`src/design/tea_key_message_decrypt_macros.svh`:
```
// ----------------------------------------------------------------------------
// tea key message decrypt assertion macros
// shared concurrent assertion helpers, clocked on clk_i, off during reset
// ----------------------------------------------------------------------------
`ifndef TEA_KEY_MESSAGE_DECRYPT_MACROS_SVH
`define TEA_KEY_MESSAGE_DECRYPT_MACROS_SVH

// same-cycle implication
`define TKD_ASSERT_IMP(name, ante, cons, msg) \
  name: assert property (@(posedge clk_i) disable iff (!rst_ni) (ante) |-> (cons)) \
    else $error(msg);

// next-cycle implication
`define TKD_ASSERT_NEXT(name, ante, cons, msg) \
  name: assert property (@(posedge clk_i) disable iff (!rst_ni) (ante) |=> (cons)) \
    else $error(msg);

`endif

```
`src/design/tkd_pkg.sv`:
```
// ----------------------------------------------------------------------------
// tkd_pkg
// constants, pipeline data type and round sum helper for the tea decryptor
// ----------------------------------------------------------------------------
`default_nettype none

package tkd_pkg;

  localparam logic [31:0] SUM_INIT  = 32'hC6EF3720;
  localparam logic [31:0] TEA_DELTA = 32'h9E3779B9;
  localparam logic [7:0]  SEED_PAD  = 8'hFF;

  localparam int unsigned ROUNDS     = 32;
  localparam int unsigned NUM_STAGES = 2 * ROUNDS;

  localparam int unsigned CFG_IDX_W = 2;

  localparam logic [CFG_IDX_W-1:0] KEY_W0 = 2'd0;
  localparam logic [CFG_IDX_W-1:0] KEY_W1 = 2'd1;
  localparam logic [CFG_IDX_W-1:0] KEY_W2 = 2'd2;
  localparam logic [CFG_IDX_W-1:0] KEY_W3 = 2'd3;

  localparam logic CMD_HANDSHAKE  = 1'b0;
  localparam logic CMD_ACTIVATION = 1'b1;

  // p/q is the word pair of one block, swapped after each half round
  typedef struct packed {
    logic        cmd;
    logic [63:0] c1;
    logic [55:0] seed;
    logic [31:0] a_p;
    logic [31:0] a_q;
    logic [31:0] b_p;
    logic [31:0] b_q;
  } tkd_data_t;

  // round sum used by half round stage s
  function automatic logic [31:0] stage_sum(input int unsigned s);
    stage_sum = SUM_INIT - (TEA_DELTA * 32'(s >> 1));
  endfunction

endpackage

`default_nettype wire

```
`src/design/tkd_stage.sv`:
```
// ----------------------------------------------------------------------------
// tkd_stage
// one registered tea half round applied to both blocks in parallel
// ----------------------------------------------------------------------------
`default_nettype none

module tkd_stage (
  input  wire logic              clk_i,
  input  wire logic              rst_ni,
  input  wire logic              en_i,
  input  wire logic              valid_i,
  input  wire tkd_pkg::tkd_data_t data_i,
  input  wire logic [31:0]       sum_i,
  input  wire logic [31:0]       key_a_i,
  input  wire logic [31:0]       key_b_i,
  output logic                   valid_o,
  output tkd_pkg::tkd_data_t     data_o
);

  logic               valid_q;
  tkd_pkg::tkd_data_t data_d, data_q;

  function automatic logic [31:0] mix(input logic [31:0] p, input logic [31:0] s,
                                      input logic [31:0] ka, input logic [31:0] kb);
    mix = ((p << 4) + ka) ^ (p + s) ^ ((p >> 5) + kb);
  endfunction

  always_comb begin
    data_d     = data_i;
    data_d.a_p = data_i.a_q - mix(data_i.a_p, sum_i, key_a_i, key_b_i);
    data_d.a_q = data_i.a_p;
    data_d.b_p = data_i.b_q - mix(data_i.b_p, sum_i, key_a_i, key_b_i);
    data_d.b_q = data_i.b_p;
  end

  always_ff @(posedge clk_i or negedge rst_ni) begin
    if (!rst_ni) begin
      valid_q <= 1'b0;
    end else if (en_i) begin
      valid_q <= valid_i;
    end
  end

  always_ff @(posedge clk_i) begin
    if (en_i) begin
      data_q <= data_d;
    end
  end

  assign valid_o = valid_q;
  assign data_o  = data_q;

endmodule

`default_nettype wire

```
`config.mk`:
```
export PLATFORM = sky130hd
export DESIGN_NAME = tkd_stage
export DESIGN_NICKNAME = d
export VERILOG_FILES = /design/src/design/tea_key_message_decrypt_macros.svh /design/src/design/tkd_pkg.sv /design/src/design/tkd_stage.sv
export SDC_FILE = /design/constraint.sdc
export NUM_CORES = 1
export LEC_CHECK = 0
export BUFFER_PORTS_ARGS = -buffer_cell sky130_fd_sc_hd__buf_2
export CORE_AREA = 2 2 233 235
export DETAILED_ROUTE_END_ITERATION = 7
export DIE_AREA = 0 0 235 237
export GPL_ROUTABILITY_DRIVEN = 0
export GPL_TIMING_DRIVEN = 0
export SYNTH_ARGS = -nofsm -noshare
export SYNTH_HDL_FRONTEND = slang
export SYNTH_SLANG_ARGS = --single-unit
```
`constraint.sdc`:
```
create_clock -name clk_i -period 0.8 [get_ports clk_i]
set_clock_uncertainty 0.05 [all_clocks]
set_input_delay 0.08 -clock clk_i [delete_from_list [all_inputs] [get_ports clk_i]]
set_output_delay 0.08 -clock clk_i [all_outputs]
set_load 0.01 [all_outputs]
```
==> summary.md <==
| Metric | Value |
|---|---|
| Outcome | finished, violations left |
| Failing checks | hold timing, setup timing |
| Share of synthesized registers carrying an async set or reset | 0.00400 |
| Sw Ratio | 0.396 |
| Wire length per cell | 22.5 µm |
| CP bufs+invs | 1 |
| Mean Syn Cell Area | 10.5 µm² |
| Final Hold Viols | 58 |
| DRT iter0 DRCs | 1,432 |
| Sequential power share | 0.229 |
| Max Root-Sink Buffers | 3 |
| Max-slew violation total from the final report | 0 |
| Post-synth cell types | 73 |
| Mapped Nets | 2,456 |
| Max_cap viols | 0 |
| Logic pwr share | 0.619 |
| Crit path cell chain | buf_4 > ha_1 > o21ai_0 > o211ai_1 > nand2_1 > o21ai_0 > xnor2_1 > ha_1 > and4_4 > and3_4 > a221o_1 > a211oi_4 > o21ai_4 > a311oi_4 > o21ai_2 > o41ai_4 > o21ai_2 > xnor3_1 |
| Via density | 5.42 |
| R2R setup slack | 10 ps |
| Top post-synthesis cells by count | xnor2_1 (275), edfxtp_1 (249), ha_1 (232), a21oi_1 (187), a21o_1 (119) |
| Die X | around 240 µm |
| Largest net degree at the start of global routing | approximately 130 |
| Fraction of layout cells with a size suffix above 1 | 0.383 |
| Synth Instances | roughly 1,900 |
| Worst-case reg-to-reg path depth | 1 |
| Clock Latency Late Sink | 570 ps |
| Via Count | between 15,000 and 20,000 |
| Psw | 33.0 mW |
| Crit Path Category | input pin to flop |
| Tmin final | 4080 ps |
| Critical Path Sink | data_o[63] |
| Grt total ovfl | 0 |
| Detailed placer's ending HPWL | 61.1 mm |
| Final setup fails | 314 |
| Pwr/cell area | ~2800 nW/µm² |
| VDD IR max | roughly 1.3 mV |
| Dominant register cell in the synthesized netlist | edfxtp_1 |
| Initial Utilization | 0.369 |
| Period utilization | 5.10 |
| CP startpoint kind | input pin |
| Worst Setup SP | data_i[40] |
| First-pass GRT wire length | roughly 110 mm |
| Core ar. | 53,300 µm² |
| RSZ-0062 raised after global routing | true |
| Delay-heaviest family, CP | compound AO/OA/AOI/OAI gates |
| Worst r2r dst | valid_o |
| Post-DRT Antenna Nets | 0 |
| Syn. warnings | 0 |
| DRC | 0 |
| CTS buffer count | 29 |
| Area growth from synthesis to layout | 52.4% |
| RR Startpoint | valid_o |
| Die height | 237 µm |
| Leak | 13.0 nW |
| Crit path max fanout | 4 |
| Worst min path class | input pin to flop |
| Sum Neg Setup Slack | -247,750 ps |
| WHS | -136 ps |
| # port buffers | between 500 and 600 |
| Mapped cell area | 19,600 µm² |
| Hold_buf cts | 188 |
| CTS root buffer | clkbuf_16 |
| Clock network fraction of design power | 0.152 |
| Worst setup EP type | flop |
| DR pass1 iterations | 5 |
| Most frequent cell after synthesis | xnor2_1 |
| Highest clock rate | 245 MHz |
| CTS clk-pin slew, worst paths | about 60 ps |
| Gr usage total | 0.266 |
| Depth of the CTS H-tree | 1 |
| Final nets | about 3,400 |
| Synth area leaders | edfxtp_1 (38%), ha_1 (15%), xnor2_1 (12%), a21oi_1 (4.8%), a21o_1 (4.5%) |
| Initial antenna violation count | 21 |
| CP max stage delay | 380 ps |
| Flop and latch count out of synthesis | 250 |
| Post-Route WL | 79.8 mm |
| Critical Path AT | 4330 ps |
| Slowest CP cell | ha_1 |
| Synth area leader | edfxtp_1 |
| Worst Tran Pin Value | between 800 and 900 ps |
| Final setup margin | -3280 ps |
| Instance count on the critical path | 18 |
| Yosys top cell area share | 0.381 |
| Core Util, Final | 0.562 |
| Die area | 55,700 µm² |
| Clock tree sinks | 250 |
| CTS tree | built |
| IO Pins | 599 |
| Post-synth EDFFs | 249 |
| Site row count | 85 |
| Crit path required time | 1050 ps |
| P_int | slightly above 50 mW |
| Vias in the first global route | 18,900 |
| Rel. slew slack | 0.426 |
| Post-synthesis sequential area ratio | 0.382 |
-- layout make-up --
type	instances	area, µm²
flip-flops and latches	250	7500
well taps	696	871
fillers	4489	23300
clock inverters	18	131
diodes	20	50.0
clock buffers	33	741
plain buffers	9	33.8
multi-input cells	1558	14100
inverters	47	179
repair buffers	919	6320
-- how the worst min path moves through the flow --
stage          cells after the start  slack, ps    endpoint    from
6_report                           1       -140  data_o[73]    en_i
5_1_grt                            1       -150  data_o[73]    en_i
4_1_cts                            1       -160  data_o[78]    en_i
3_5_place_dp                       1       -190     valid_o  rst_ni
3_3_place_gp                       1       -200     valid_o  rst_ni
2_1_floorplan                      0       -270     valid_o  rst_ni
-- layout by cell type, fill, tap and decap left out, types with 15 or more instances in the layout --
master           n
a21o_1         119
a21oi_1        140
a21oi_2         39
and3_1          15
buf_2          560
buf_4          113
buf_6           43
clkbuf_16       32
diode_2         20
dlygate4sd3_1  188
edfxtp_1       249
ha_1           185
ha_4            37
inv_1           37
nand2_1         93
nand2b_1        27
nand3_1         29
nand4_1         17
nor2_1          73
nor2b_1         15
nor3_1          21
o21a_1          20
o21ai_0         74
o21ai_1         22
o21ai_2         20
o21bai_1        30
xnor2_1        219
xnor2_2         52
xor2_1          52
-- state kept, by name, indices dropped and copies added, names as in the netlist --
signal   cells
valid_o      1
data_o     249
-- timing repair --
action                                  4_1_cts  5_1_grt
pin swaps                                   126      150
endpoints found under the hold margin       271       65
gates cloned                                  0        4
buffers inserted                             82       52
gates resized for setup                     199      227
endpoints found under the setup margin      440      439
-- power by group through the flow --
stage / Sequential [mW] / Clock, mW / Combinational (mW)
after floorplan: 20.6 / 0 / 24.4
after global placement: 19.3 / 0 / 36.5
after detailed placement: 19.3 / 0 / 37.1
after CTS: 19.0 / 13.0 / 44.6
after global routing: 19.3 / 13.5 / 55.0
final: 19.1 / 12.6 / 51.6
-- through the flow --
step	power, mW	cell area (µm²)	instances	hold WS (ps)	worst slack, ps
floorplan	45.0	19900	1867	-266	-3570
global placement	55.8	23800	3160	-195	-4620
detailed placement	56.3	23900	3162	-192	-4640
CTS	76.6	28300	3481	-163	-3330
global route	87.7	29900	3549	-152	-3410
finish	83.3	29900	3550	-136	-3280
-- cell families after synthesis --
| logic type | share of synthesized area |
|---|---|
| compound gates | 0.198 |
| simple gates | 0.0922 |
| xor+xnor | 0.159 |
| flops | 0.382 |
| fa+ha+maj | 0.156 |
| buf+inv | 0.0113 |
| mux | 0.000573 |
-- metal layers --
| layer | vias up | wire [µm] | track usage |
|---|---|---|---|
| met5 | - | 17 | 0 |
| met1 | 9329 | 32500 | 0.331 |
| met4 | 2 | 2770 | 0.100 |
| li1 | 8963 | - | - |
| met2 | 781 | 39900 | 0.470 |
| met3 | 164 | 4610 | 0.0325 |
No activity file was read; power rests on OpenSTA's default activity.
