### src/design/tea_key_message_decrypt_macros.svh
// ----------------------------------------------------------------------------
// tea key message decrypt assertion macros
// shared concurrent assertion helpers, clocked on clk_i, off during reset
// ----------------------------------------------------------------------------
`ifndef TEA_KEY_MESSAGE_DECRYPT_MACROS_SVH
`define TEA_KEY_MESSAGE_DECRYPT_MACROS_SVH

// same-cycle implication
`define TKD_ASSERT_IMP(name, ante, cons, msg) \
  name: assert property (@(posedge clk_i) disable iff (!rst_ni) (ante) |-> (cons)) \
    else $error(msg);

// next-cycle implication
`define TKD_ASSERT_NEXT(name, ante, cons, msg) \
  name: assert property (@(posedge clk_i) disable iff (!rst_ni) (ante) |=> (cons)) \
    else $error(msg);

`endif

### src/design/tkd_pkg.sv
// ----------------------------------------------------------------------------
// tkd_pkg
// constants, pipeline data type and round sum helper for the tea decryptor
// ----------------------------------------------------------------------------
`default_nettype none

package tkd_pkg;

  localparam logic [31:0] SUM_INIT  = 32'hC6EF3720;
  localparam logic [31:0] TEA_DELTA = 32'h9E3779B9;
  localparam logic [7:0]  SEED_PAD  = 8'hFF;

  localparam int unsigned ROUNDS     = 32;
  localparam int unsigned NUM_STAGES = 2 * ROUNDS;

  localparam int unsigned CFG_IDX_W = 2;

  localparam logic [CFG_IDX_W-1:0] KEY_W0 = 2'd0;
  localparam logic [CFG_IDX_W-1:0] KEY_W1 = 2'd1;
  localparam logic [CFG_IDX_W-1:0] KEY_W2 = 2'd2;
  localparam logic [CFG_IDX_W-1:0] KEY_W3 = 2'd3;

  localparam logic CMD_HANDSHAKE  = 1'b0;
  localparam logic CMD_ACTIVATION = 1'b1;

  // p/q is the word pair of one block, swapped after each half round
  typedef struct packed {
    logic        cmd;
    logic [63:0] c1;
    logic [55:0] seed;
    logic [31:0] a_p;
    logic [31:0] a_q;
    logic [31:0] b_p;
    logic [31:0] b_q;
  } tkd_data_t;

  // round sum used by half round stage s
  function automatic logic [31:0] stage_sum(input int unsigned s);
    stage_sum = SUM_INIT - (TEA_DELTA * 32'(s >> 1));
  endfunction

endpackage

`default_nettype wire

### src/design/tkd_format.sv
// ----------------------------------------------------------------------------
// tkd_format
// unmasks the decrypted blocks, splits the result fields, output register
// ----------------------------------------------------------------------------
`default_nettype none

`include "tea_key_message_decrypt_macros.svh"

module tkd_format (
  input  wire logic               clk_i,
  input  wire logic               rst_ni,
  input  wire logic               en_i,
  input  wire logic               valid_i,
  input  wire tkd_pkg::tkd_data_t data_i,
  input  wire logic               out_stall_i,
  output logic                    out_valid_o,
  output logic [7:0]              deactivate_code_o,
  output logic [31:0]             gps_id_o,
  output logic [15:0]             derate_speed_o,
  output logic [63:0]             manual_key_o,
  output logic [31:0]             out_seed_o
);

  logic [63:0] d1, d2, p1, q;
  logic        out_valid_q;
  logic [7:0]  deact_d, deact_q;
  logic [31:0] id_d, id_q;
  logic [15:0] derate_d, derate_q;
  logic [63:0] mkey_d, mkey_q;
  logic [31:0] oseed_d, oseed_q;

  always_comb begin
    d1 = {data_i.a_p, data_i.a_q};
    d2 = {data_i.b_p, data_i.b_q};
    p1 = d1 ^ {data_i.seed, tkd_pkg::SEED_PAD};
    q  = d2 ^ data_i.c1 ^ d1;
    if (data_i.cmd == tkd_pkg::CMD_HANDSHAKE) begin
      deact_d  = p1[63:56];
      id_d     = p1[55:24];
      derate_d = {p1[15:8], p1[23:16]};
      mkey_d   = 64'd0;
      oseed_d  = 32'd0;
    end else begin
      deact_d  = 8'd0;
      id_d     = q[63:32];
      derate_d = 16'd0;
      mkey_d   = p1;
      oseed_d  = q[31:0];
    end
  end

  always_ff @(posedge clk_i or negedge rst_ni) begin
    if (!rst_ni) begin
      out_valid_q <= 1'b0;
    end else if (en_i) begin
      out_valid_q <= valid_i;
    end
  end

  always_ff @(posedge clk_i) begin
    if (en_i) begin
      deact_q  <= deact_d;
      id_q     <= id_d;
      derate_q <= derate_d;
      mkey_q   <= mkey_d;
      oseed_q  <= oseed_d;
    end
  end

  assign out_valid_o       = out_valid_q;
  assign deactivate_code_o = deact_q;
  assign gps_id_o          = id_q;
  assign derate_speed_o    = derate_q;
  assign manual_key_o      = mkey_q;
  assign out_seed_o        = oseed_q;

  `TKD_ASSERT_NEXT(a_hs_fields, en_i && valid_i && data_i.cmd == tkd_pkg::CMD_HANDSHAKE,
                   manual_key_o == 64'd0 && out_seed_o == 32'd0,
                   "handshake result carries activation fields")
  `TKD_ASSERT_NEXT(a_act_fields, en_i && valid_i && data_i.cmd == tkd_pkg::CMD_ACTIVATION,
                   deactivate_code_o == 8'd0 && derate_speed_o == 16'd0,
                   "activation result carries handshake fields")
  `TKD_ASSERT_NEXT(a_pipe_hold, out_valid_q && out_stall_i && valid_i,
                   valid_i && $stable(data_i),
                   "pipeline tail moved while output held")
  `TKD_ASSERT_IMP(a_en_stall, out_valid_q && out_stall_i, !en_i,
                  "pipeline advanced into a held result")

endmodule

`default_nettype wire

### config.mk
export PLATFORM = sky130hd
export DESIGN_NAME = tkd_format
export DESIGN_NICKNAME = d
export VERILOG_FILES = /design/src/design/tkd_pkg.sv /design/src/design/tkd_format.sv
export VERILOG_INCLUDE_DIRS = /design/src /design/src/design
export SDC_FILE = /design/constraint.sdc
export NUM_CORES = 1
export LEC_CHECK = 0
export BUFFER_PORTS_ARGS = -buffer_cell sky130_fd_sc_hd__buf_4
export CAP_MARGIN = 20
export CORE_AREA = 2 2 158 160
export CTS_CLUSTER_SIZE = 12
export DETAILED_ROUTE_END_ITERATION = 10
export DIE_AREA = 0 0 160 162
export PLACE_DENSITY = 0.62
export SYNTH_ARGS = -nofsm -noshare
export SYNTH_HDL_FRONTEND = slang
export SYNTH_SLANG_ARGS = --single-unit
### constraint.sdc
create_clock -name clk_i -period 0.9 [get_ports clk_i]
set_input_delay 0.18 -clock clk_i [delete_from_list [all_inputs] [get_ports clk_i]]
set_output_delay 0.18 -clock clk_i [all_outputs]
set_load 0.02 [all_outputs]
==> metrics.txt, run 1 <==
outcome finished with violations; violated checks setup timing; Gate Count Post-Synth between 400 and 500; CTS buffer count 17; cell chain of the critical path buf_6; clock latency reported for the late side of the worst-skew pair approximately 0.4 ns; syn avg cell area around 17 µm²; TritonCTS clock tree done; delay contributed by the slowest stage of the critical path about 0.44 ns; Die Y-Extent ~160 µm; Syn Nets 697; type of destination of the critical path output pin; maximum number of pins on one net before global-route repair 53; part of the cycle the worst path needs 132.4%; iteration-0 DRC count of the detailed router ~200; number of synthesized register bits 153; max-cap violations 0; DRC violations left 0; wire length of the first global-routing pass 30,420 µm; final net count between 1,000 and 1,500; worst slew slack as a fraction of its limit roughly 78%; clock sink count 153; global placement routability congestion between 0.7 and 0.8; number of search-and-repair iterations in the first detailed-routing pass 4; final worst setup slack -0.2918 ns; Max H-tree Level 4; Least-Margin Pin Slew approximately 0.33 ns; CP max stage cell sky130_fd_sc_hd__edfxtp_1; kind of path behind the tightest hold check in2reg; routed vias just over 5,000; Crit Path Max Fanout 1; number of synthesis warnings 0; Initial Util a little under a third; number of filler instances in the final layout about 2,000; distinct cell type count after synthesis 16; Final Hold Fails 0; Leakage 5.755 nW; post-detailed-route count of antenna-violating nets 0; register clock-pin slew on the reported worst setup and hold paths 0.06 ns; synthesis-to-finish area growth 63.50%; GRT Overall Usage between 10% and 20%; post-detail-place hpwl 16,550 µm; via count of the first global-routing pass 5,448; kind of launch point of the worst setup path register; n_diodes 0; Vias per Instance about 4.2; Max Slew Vio Count 0; sequential element share of the synthesized area ~60%; areal power density over the cells around 1700 nW/µm²; Die Wd 160 µm; number of antenna violations at the first check in global routing 0; area of combinational cells with multiple inputs ~3000 µm²; worst vdd ir about 970 µV; most used cells in the layout excluding fill and tap cells sky130_fd_sc_hd__buf_4 (288), sky130_fd_sc_hd__buf_6 (153), sky130_fd_sc_hd__edfxtp_1 (152); clock skew 0 ns; crit path DAT 1.01 ns; port buffer count 405; total grt overflow 0; post-CTS setup buffers 0; Max clock buf depth 2; floorplan row count 57; worst hold slack 0.04455 ns; Post-Route WL 20,800 µm; final worst path period need between 1 and 1.5 ns; most common cell after layout, fill and taps aside sky130_fd_sc_hd__buf_4; worst path required time 0.72 ns; clock root buffer sky130_fd_sc_hd__clkbuf_16; flip-flop and latch area between 4000 and 5000 µm²; worst path buffer plus inverter count 1; Core ar. around 24,000 µm²; routed wire length per instance between 15 and 20 µm; I/O pin cnt just over 400; cell family with most CP delay flip-flops; utilization after layout roughly 52%; maximum frequency from static timing analysis between 800 and 900 MHz; area of the mapped netlist approximately 7700 µm²; layout cells sized above 1 a little over half; Final setup violation count roughly 150; Critical Setup Path Class reg2out; die outline area about 26,000 µm²; setup repair after global routing missed its margin true
==> kinds of logic (layout without fill, tap and decap cells) <==
logic type / Yosys count / after routing / share of synthesized area (%)
xor+xnor: 120 / 120 / 25.09
flops: 153 / 153 / 59.56
buf+inv: 17 / 479 / 1.510
mux: 33 / 33 / 4.303
simple gates: 120 / 120 / 9.547
==> path summary, 6_finish.rpt <==
check                             startpoint  slack [ns]              end  cells after the start
worst max-delay path            gps_id_o[10]       -0.29     gps_id_o[10]                      1
min in group asynchronous             rst_ni        0.07      out_valid_o                      2
max in group asynchronous             rst_ni        0.75      out_valid_o                      2
worst min-delay path              data_i[64]        0.04  manual_key_o[0]                      2
worst max register to register   out_valid_o        0.13      out_valid_o                      1
worst min register to register   out_valid_o        0.55      out_valid_o                      1
==> timing repair <==
item / 4_1_cts / 5_1_grt
hold endpoints to repair: 2 / 0
resized for setup: 152 / 0
endpoints found under the setup margin: 153 / 153
hold buffers: 2 / 0
==> where the power goes <==
group / switching, W / total [W] / internal, W
combinational: 0.00236 / 0.00559 / 0.00323
clock: 0.00288 / 0.00727 / 0.00439
sequential: 0.000335 / 0.00908 / 0.00875
==> per-stage QoR <==
stage                     TNS, ns  total power [W]  std cells  worst slack [ns]  area, µm²
after detailed placement   -18.62          0.01432       1196           -0.3553      11410
after global routing       -41.21          0.02282       1229           -0.3367      12600
final                      -33.96          0.02194       1229           -0.2918      12600
after floorplan            -1.939          0.01152        443          -0.03400       7715
after CTS                  -37.60          0.02219       1229           -0.3339      12600
after global placement     -17.65          0.01427       1196           -0.3330      11410
==> state kept, by name, indices dropped and copies added, names as in the netlist <==
signal	cells
deactivate_code_o	8
derate_speed_o	16
gps_id_o	32
manual_key_o	64
out_seed_o	32
out_valid_o	1
==> layer usage <==
layer / vias up / share of wire, % / GRT usage (%)
li1: 2483 / - / -
met5: - / 0 / 0
met1: 2395 / 37 / 17.33
met3: 26 / 8.5 / 5.669
met2: 240 / 53 / 28.39
met4: 0 / 1.9 / 4.996
==> cell type report <==
type	instances	area share [%]
Timing Repair Buffer	448	31.79
Multi-Input combinational cell	273	23.81
Sequential cell	153	36.42
Tap cell	324	3.217
Clock buffer	18	3.406
Clock inverter	13	1.351
==> synth_stat cells <==
cell type	n	area, µm²
sky130_fd_sc_hd__and2_1	16	100.1
sky130_fd_sc_hd__and2b_1	4	30.03
sky130_fd_sc_hd__buf_2	3	15.01
sky130_fd_sc_hd__buf_4	1	7.510
sky130_fd_sc_hd__buf_6	6	67.56
sky130_fd_sc_hd__clkbuf_1	7	26.28
sky130_fd_sc_hd__dfrtp_1	1	25.02
sky130_fd_sc_hd__edfxtp_1	152	4564
sky130_fd_sc_hd__mux2_2	1	11.26
sky130_fd_sc_hd__mux2i_1	32	320.3
sky130_fd_sc_hd__nor2_1	8	30.03
sky130_fd_sc_hd__nor2b_1	92	575.6
sky130_fd_sc_hd__xnor2_1	40	350.3
sky130_fd_sc_hd__xnor3_1	63	1419
sky130_fd_sc_hd__xnor3_2	1	23.77
sky130_fd_sc_hd__xor2_1	16	140.1
No activity file was read; power rests on OpenSTA's default activity.
==> run 2: changes to the inputs <==
--- a/config.mk
+++ b/config.mk
@@ -8,11 +8,13 @@
 export LEC_CHECK = 0
 export BUFFER_PORTS_ARGS = -buffer_cell sky130_fd_sc_hd__buf_4
 export CAP_MARGIN = 20
-export CORE_AREA = 2 2 158 160
+export CELL_PAD_IN_SITES_DETAIL_PLACEMENT = 1
+export CELL_PAD_IN_SITES_GLOBAL_PLACEMENT = 1
+export CORE_AREA = 2 2 159 161
 export CTS_CLUSTER_SIZE = 12
 export DETAILED_ROUTE_END_ITERATION = 10
-export DIE_AREA = 0 0 160 162
-export PLACE_DENSITY = 0.62
+export DIE_AREA = 0 0 161 163
+export PLACE_DENSITY = 0.75
 export SYNTH_ARGS = -nofsm -noshare
 export SYNTH_HDL_FRONTEND = slang
 export SYNTH_SLANG_ARGS = --single-unit
==> metrics.txt, run 2 (same netlist as run 1, synthesis figures left out) <==
outcome finished with violations (unchanged); violated checks setup timing (unchanged); worst slew slack as a fraction of its limit 76.20% (was 77.67%); setup repair after global routing missed its margin true (unchanged); path depth of the worst reg2reg path 1 (unchanged); number of flip-flops under the largest register name 64 (unchanged); Max Slew Vio Count 0 (unchanged); DRC violations left 0 (unchanged); clock skew 0 ns (unchanged); global placement routability congestion 0.7528 (was 0.7739); number of non-filler instances in the completed layout 1,234 (was 1,229); internal portion of total power 0.01608 W (was 0.01636 W); type of destination of the critical path output pin (unchanged); Max clock buf depth 2 (unchanged); area of combinational cells with multiple inputs 3000 µm² (unchanged); kind of path behind the tightest hold check in2reg (unchanged); I/O pin cnt 407 (unchanged); Die Y-Extent 163 µm (was 162 µm); worst vdd ir 997.3 µV (was 969.6 µV); floorplan row count 58 (was 57); number of antenna violations at the first check in global routing 0 (unchanged); share of total power in the clock network 32.5% (was 33.1%); crit path DAT 1.01 ns (about the same); combinational share of power 25.9% (was 25.5%); Max H-tree Level 4 (unchanged); maximum number of pins on one net before global-route repair 84 (was 53); wire length of the first global-routing pass 33,080 µm (was 30,420 µm); GRT Overall Usage 17.09% (was 15.73%); clock latency reported for the late side of the worst-skew pair 0.42 ns (was 0.41 ns); post-detailed-route count of antenna-violating nets 0 (unchanged); stages on the worst setup path 1 (unchanged); register clock-pin slew on the reported worst setup and hold paths 0.06 ns (about the same); clock sink count 153 (unchanged); Final Hold Fails 0 (unchanged); delay contributed by the slowest stage of the critical path 0.43 ns (was 0.44 ns); Initial Util 31.23% (was 31.97%); worst path required time 0.72 ns (about the same); CP max stage cell sky130_fd_sc_hd__edfxtp_1 (unchanged); Least-Margin Pin Slew 0.3544 ns (was 0.3326 ns); die outline area 26,240 µm² (was 25,920 µm²); cell family with most CP delay flip-flops (unchanged); flip-flop and latch area 4589 µm² (unchanged); synthesis-to-finish area growth 63.42% (was 63.50%); most used cells in the layout excluding fill and tap cells sky130_fd_sc_hd__buf_4 (285), sky130_fd_sc_hd__buf_6 (154), sky130_fd_sc_hd__edfxtp_1 (152) (was sky130_fd_sc_hd__buf_4 (288), sky130_fd_sc_hd__buf_6 (153), sky130_fd_sc_hd__edfxtp_1 (152)); kind of launch point of the worst setup path register (unchanged); final net count 1,146 (was 1,147); port buffer count 405 (unchanged); post-detail-place hpwl 18,410 µm (was 16,550 µm); iteration-0 DRC count of the detailed router 199 (unchanged); part of the cycle the worst path needs 132.4% (about the same); worst path buffer plus inverter count 1 (unchanged); total grt overflow 0 (unchanged); post-place setup slack -0.1971 ns (was -0.3553 ns); Layout Cell Area excl Fill 12,590 µm² (was 12,600 µm²); CTS buffer count 17 (unchanged); Critical Setup Path Class reg2out (unchanged); Vias per Instance 4.297 (was 4.186); most common cell after layout, fill and taps aside sky130_fd_sc_hd__buf_4 (unchanged); fraction of power spent switching nets 26.29% (was 25.42%); number of filler instances in the final layout 2,415 (was 2,049); placed instance count 1,201 (was 1,196); routed wire length per instance 18.60 µm (was 16.93 µm); Core ar. 24,670 µm² (was 24,110 µm²); Leakage 5.735 nW (was 5.755 nW); clock root buffer sky130_fd_sc_hd__clkbuf_16 (unchanged); final worst setup slack -0.2913 ns (was -0.2918 ns); Die Wd 161 µm (was 160 µm); Post-Route WL 22,950 µm (was 20,800 µm); Final setup violation count 153 (unchanged); routed vias 5,303 (was 5,144); final-layout setup total negative slack -34.58 ns (was -33.96 ns); Post-DP Area 11,420 µm² (was 11,410 µm²); n_diodes 0 (unchanged); number of search-and-repair iterations in the first detailed-routing pass 4 (unchanged); final worst path period need 1.191 ns (was 1.192 ns); cell chain of the critical path buf_6 (unchanged); layout cells sized above 1 52.65% (was 52.71%); maximum frequency from static timing analysis 839.4 MHz (was 839.1 MHz); max-cap violations 0 (unchanged); areal power density over the cells 1732 nW/µm² (was 1741 nW/µm²); via count of the first global-routing pass 5,816 (was 5,448); sequential fraction of design power 41.6% (was 41.4%); power spent charging and discharging nets 0.005736 W (was 0.005578 W); TritonCTS clock tree done (unchanged); Crit Path Max Fanout 1 (unchanged); worst hold stages 2 (unchanged)
==> run 2: cell count changes in the layout (fill, tap and decap cells not counted), sizes merged <==
cell,delta
buf,-1
bufinv,-1
clkinv,-1
clkinvlp,+3
inv,-1
==> run 2: final cells by class <==
type,count,area share (%)
multi-input combinational,273,23.83
clock inverter,13,1.172
sequential,153,36.44
tap,330,3.279
clock buffer,18,3.408
timing repair buffer,447,31.87
==> run 2: power by group through the flow <==
stage	combinational (W)	clock [W]	sequential, W
3_5_place_dp	0.00528	0	0.00910
6_report	0.00564	0.00709	0.00909
4_1_cts	0.00572	0.00730	0.00909
2_1_floorplan	0.00149	0	0.0100
5_1_grt	0.00596	0.00757	0.00915
3_3_place_gp	0.00518	0	0.00906
==> run 2: path summary, 6_finish.rpt <==
path	from	to	slack, ns
max	gps_id_o[17]	gps_id_o[17]	-0.29
min	data_i[70]	manual_key_o[6]	0.04
max reg2reg	out_valid_o	out_valid_o	0.14
min reg2reg	out_valid_o	out_valid_o	0.54
max in group asynchronous	rst_ni	out_valid_o	0.74
min in group asynchronous	rst_ni	out_valid_o	0.08
==> run 2: metal layers <==
metal | track usage, % | wire (µm) | part of all wire, %
met1 | 17.39 | 7840 | 34
met2 | 32.46 | 12860 | 56
met3 | 6.926 | 2028 | 8.8
met4 | 4.261 | 225 | 0.98
met5 | 0 | 0 | 0
==> run 2: stage by stage <==
| step | util [%] | power [W] | hold slack (ns) |
|---|---|---|---|
| floorplan | - | 0.01152 | -0.1156 |
| global placement | 46.29 | 0.01424 | -0.04381 |
| detailed placement | 46.29 | 0.01437 | -0.04150 |
| CTS | 51.04 | 0.02211 | 0.02079 |
| global route | 51.04 | 0.02268 | 0.01840 |
| finish | 51.04 | 0.02182 | 0.04402 |
==> run 2: what timing repair did <==
item | CTS | global route
gates resized for setup | 153 | 0
buffers inserted | 0 | 0
setup endpoints to repair | 153 | 153
hold buffers | 2 | 0
gates cloned | 0 | 0
endpoints found under the hold margin | 2 | 0
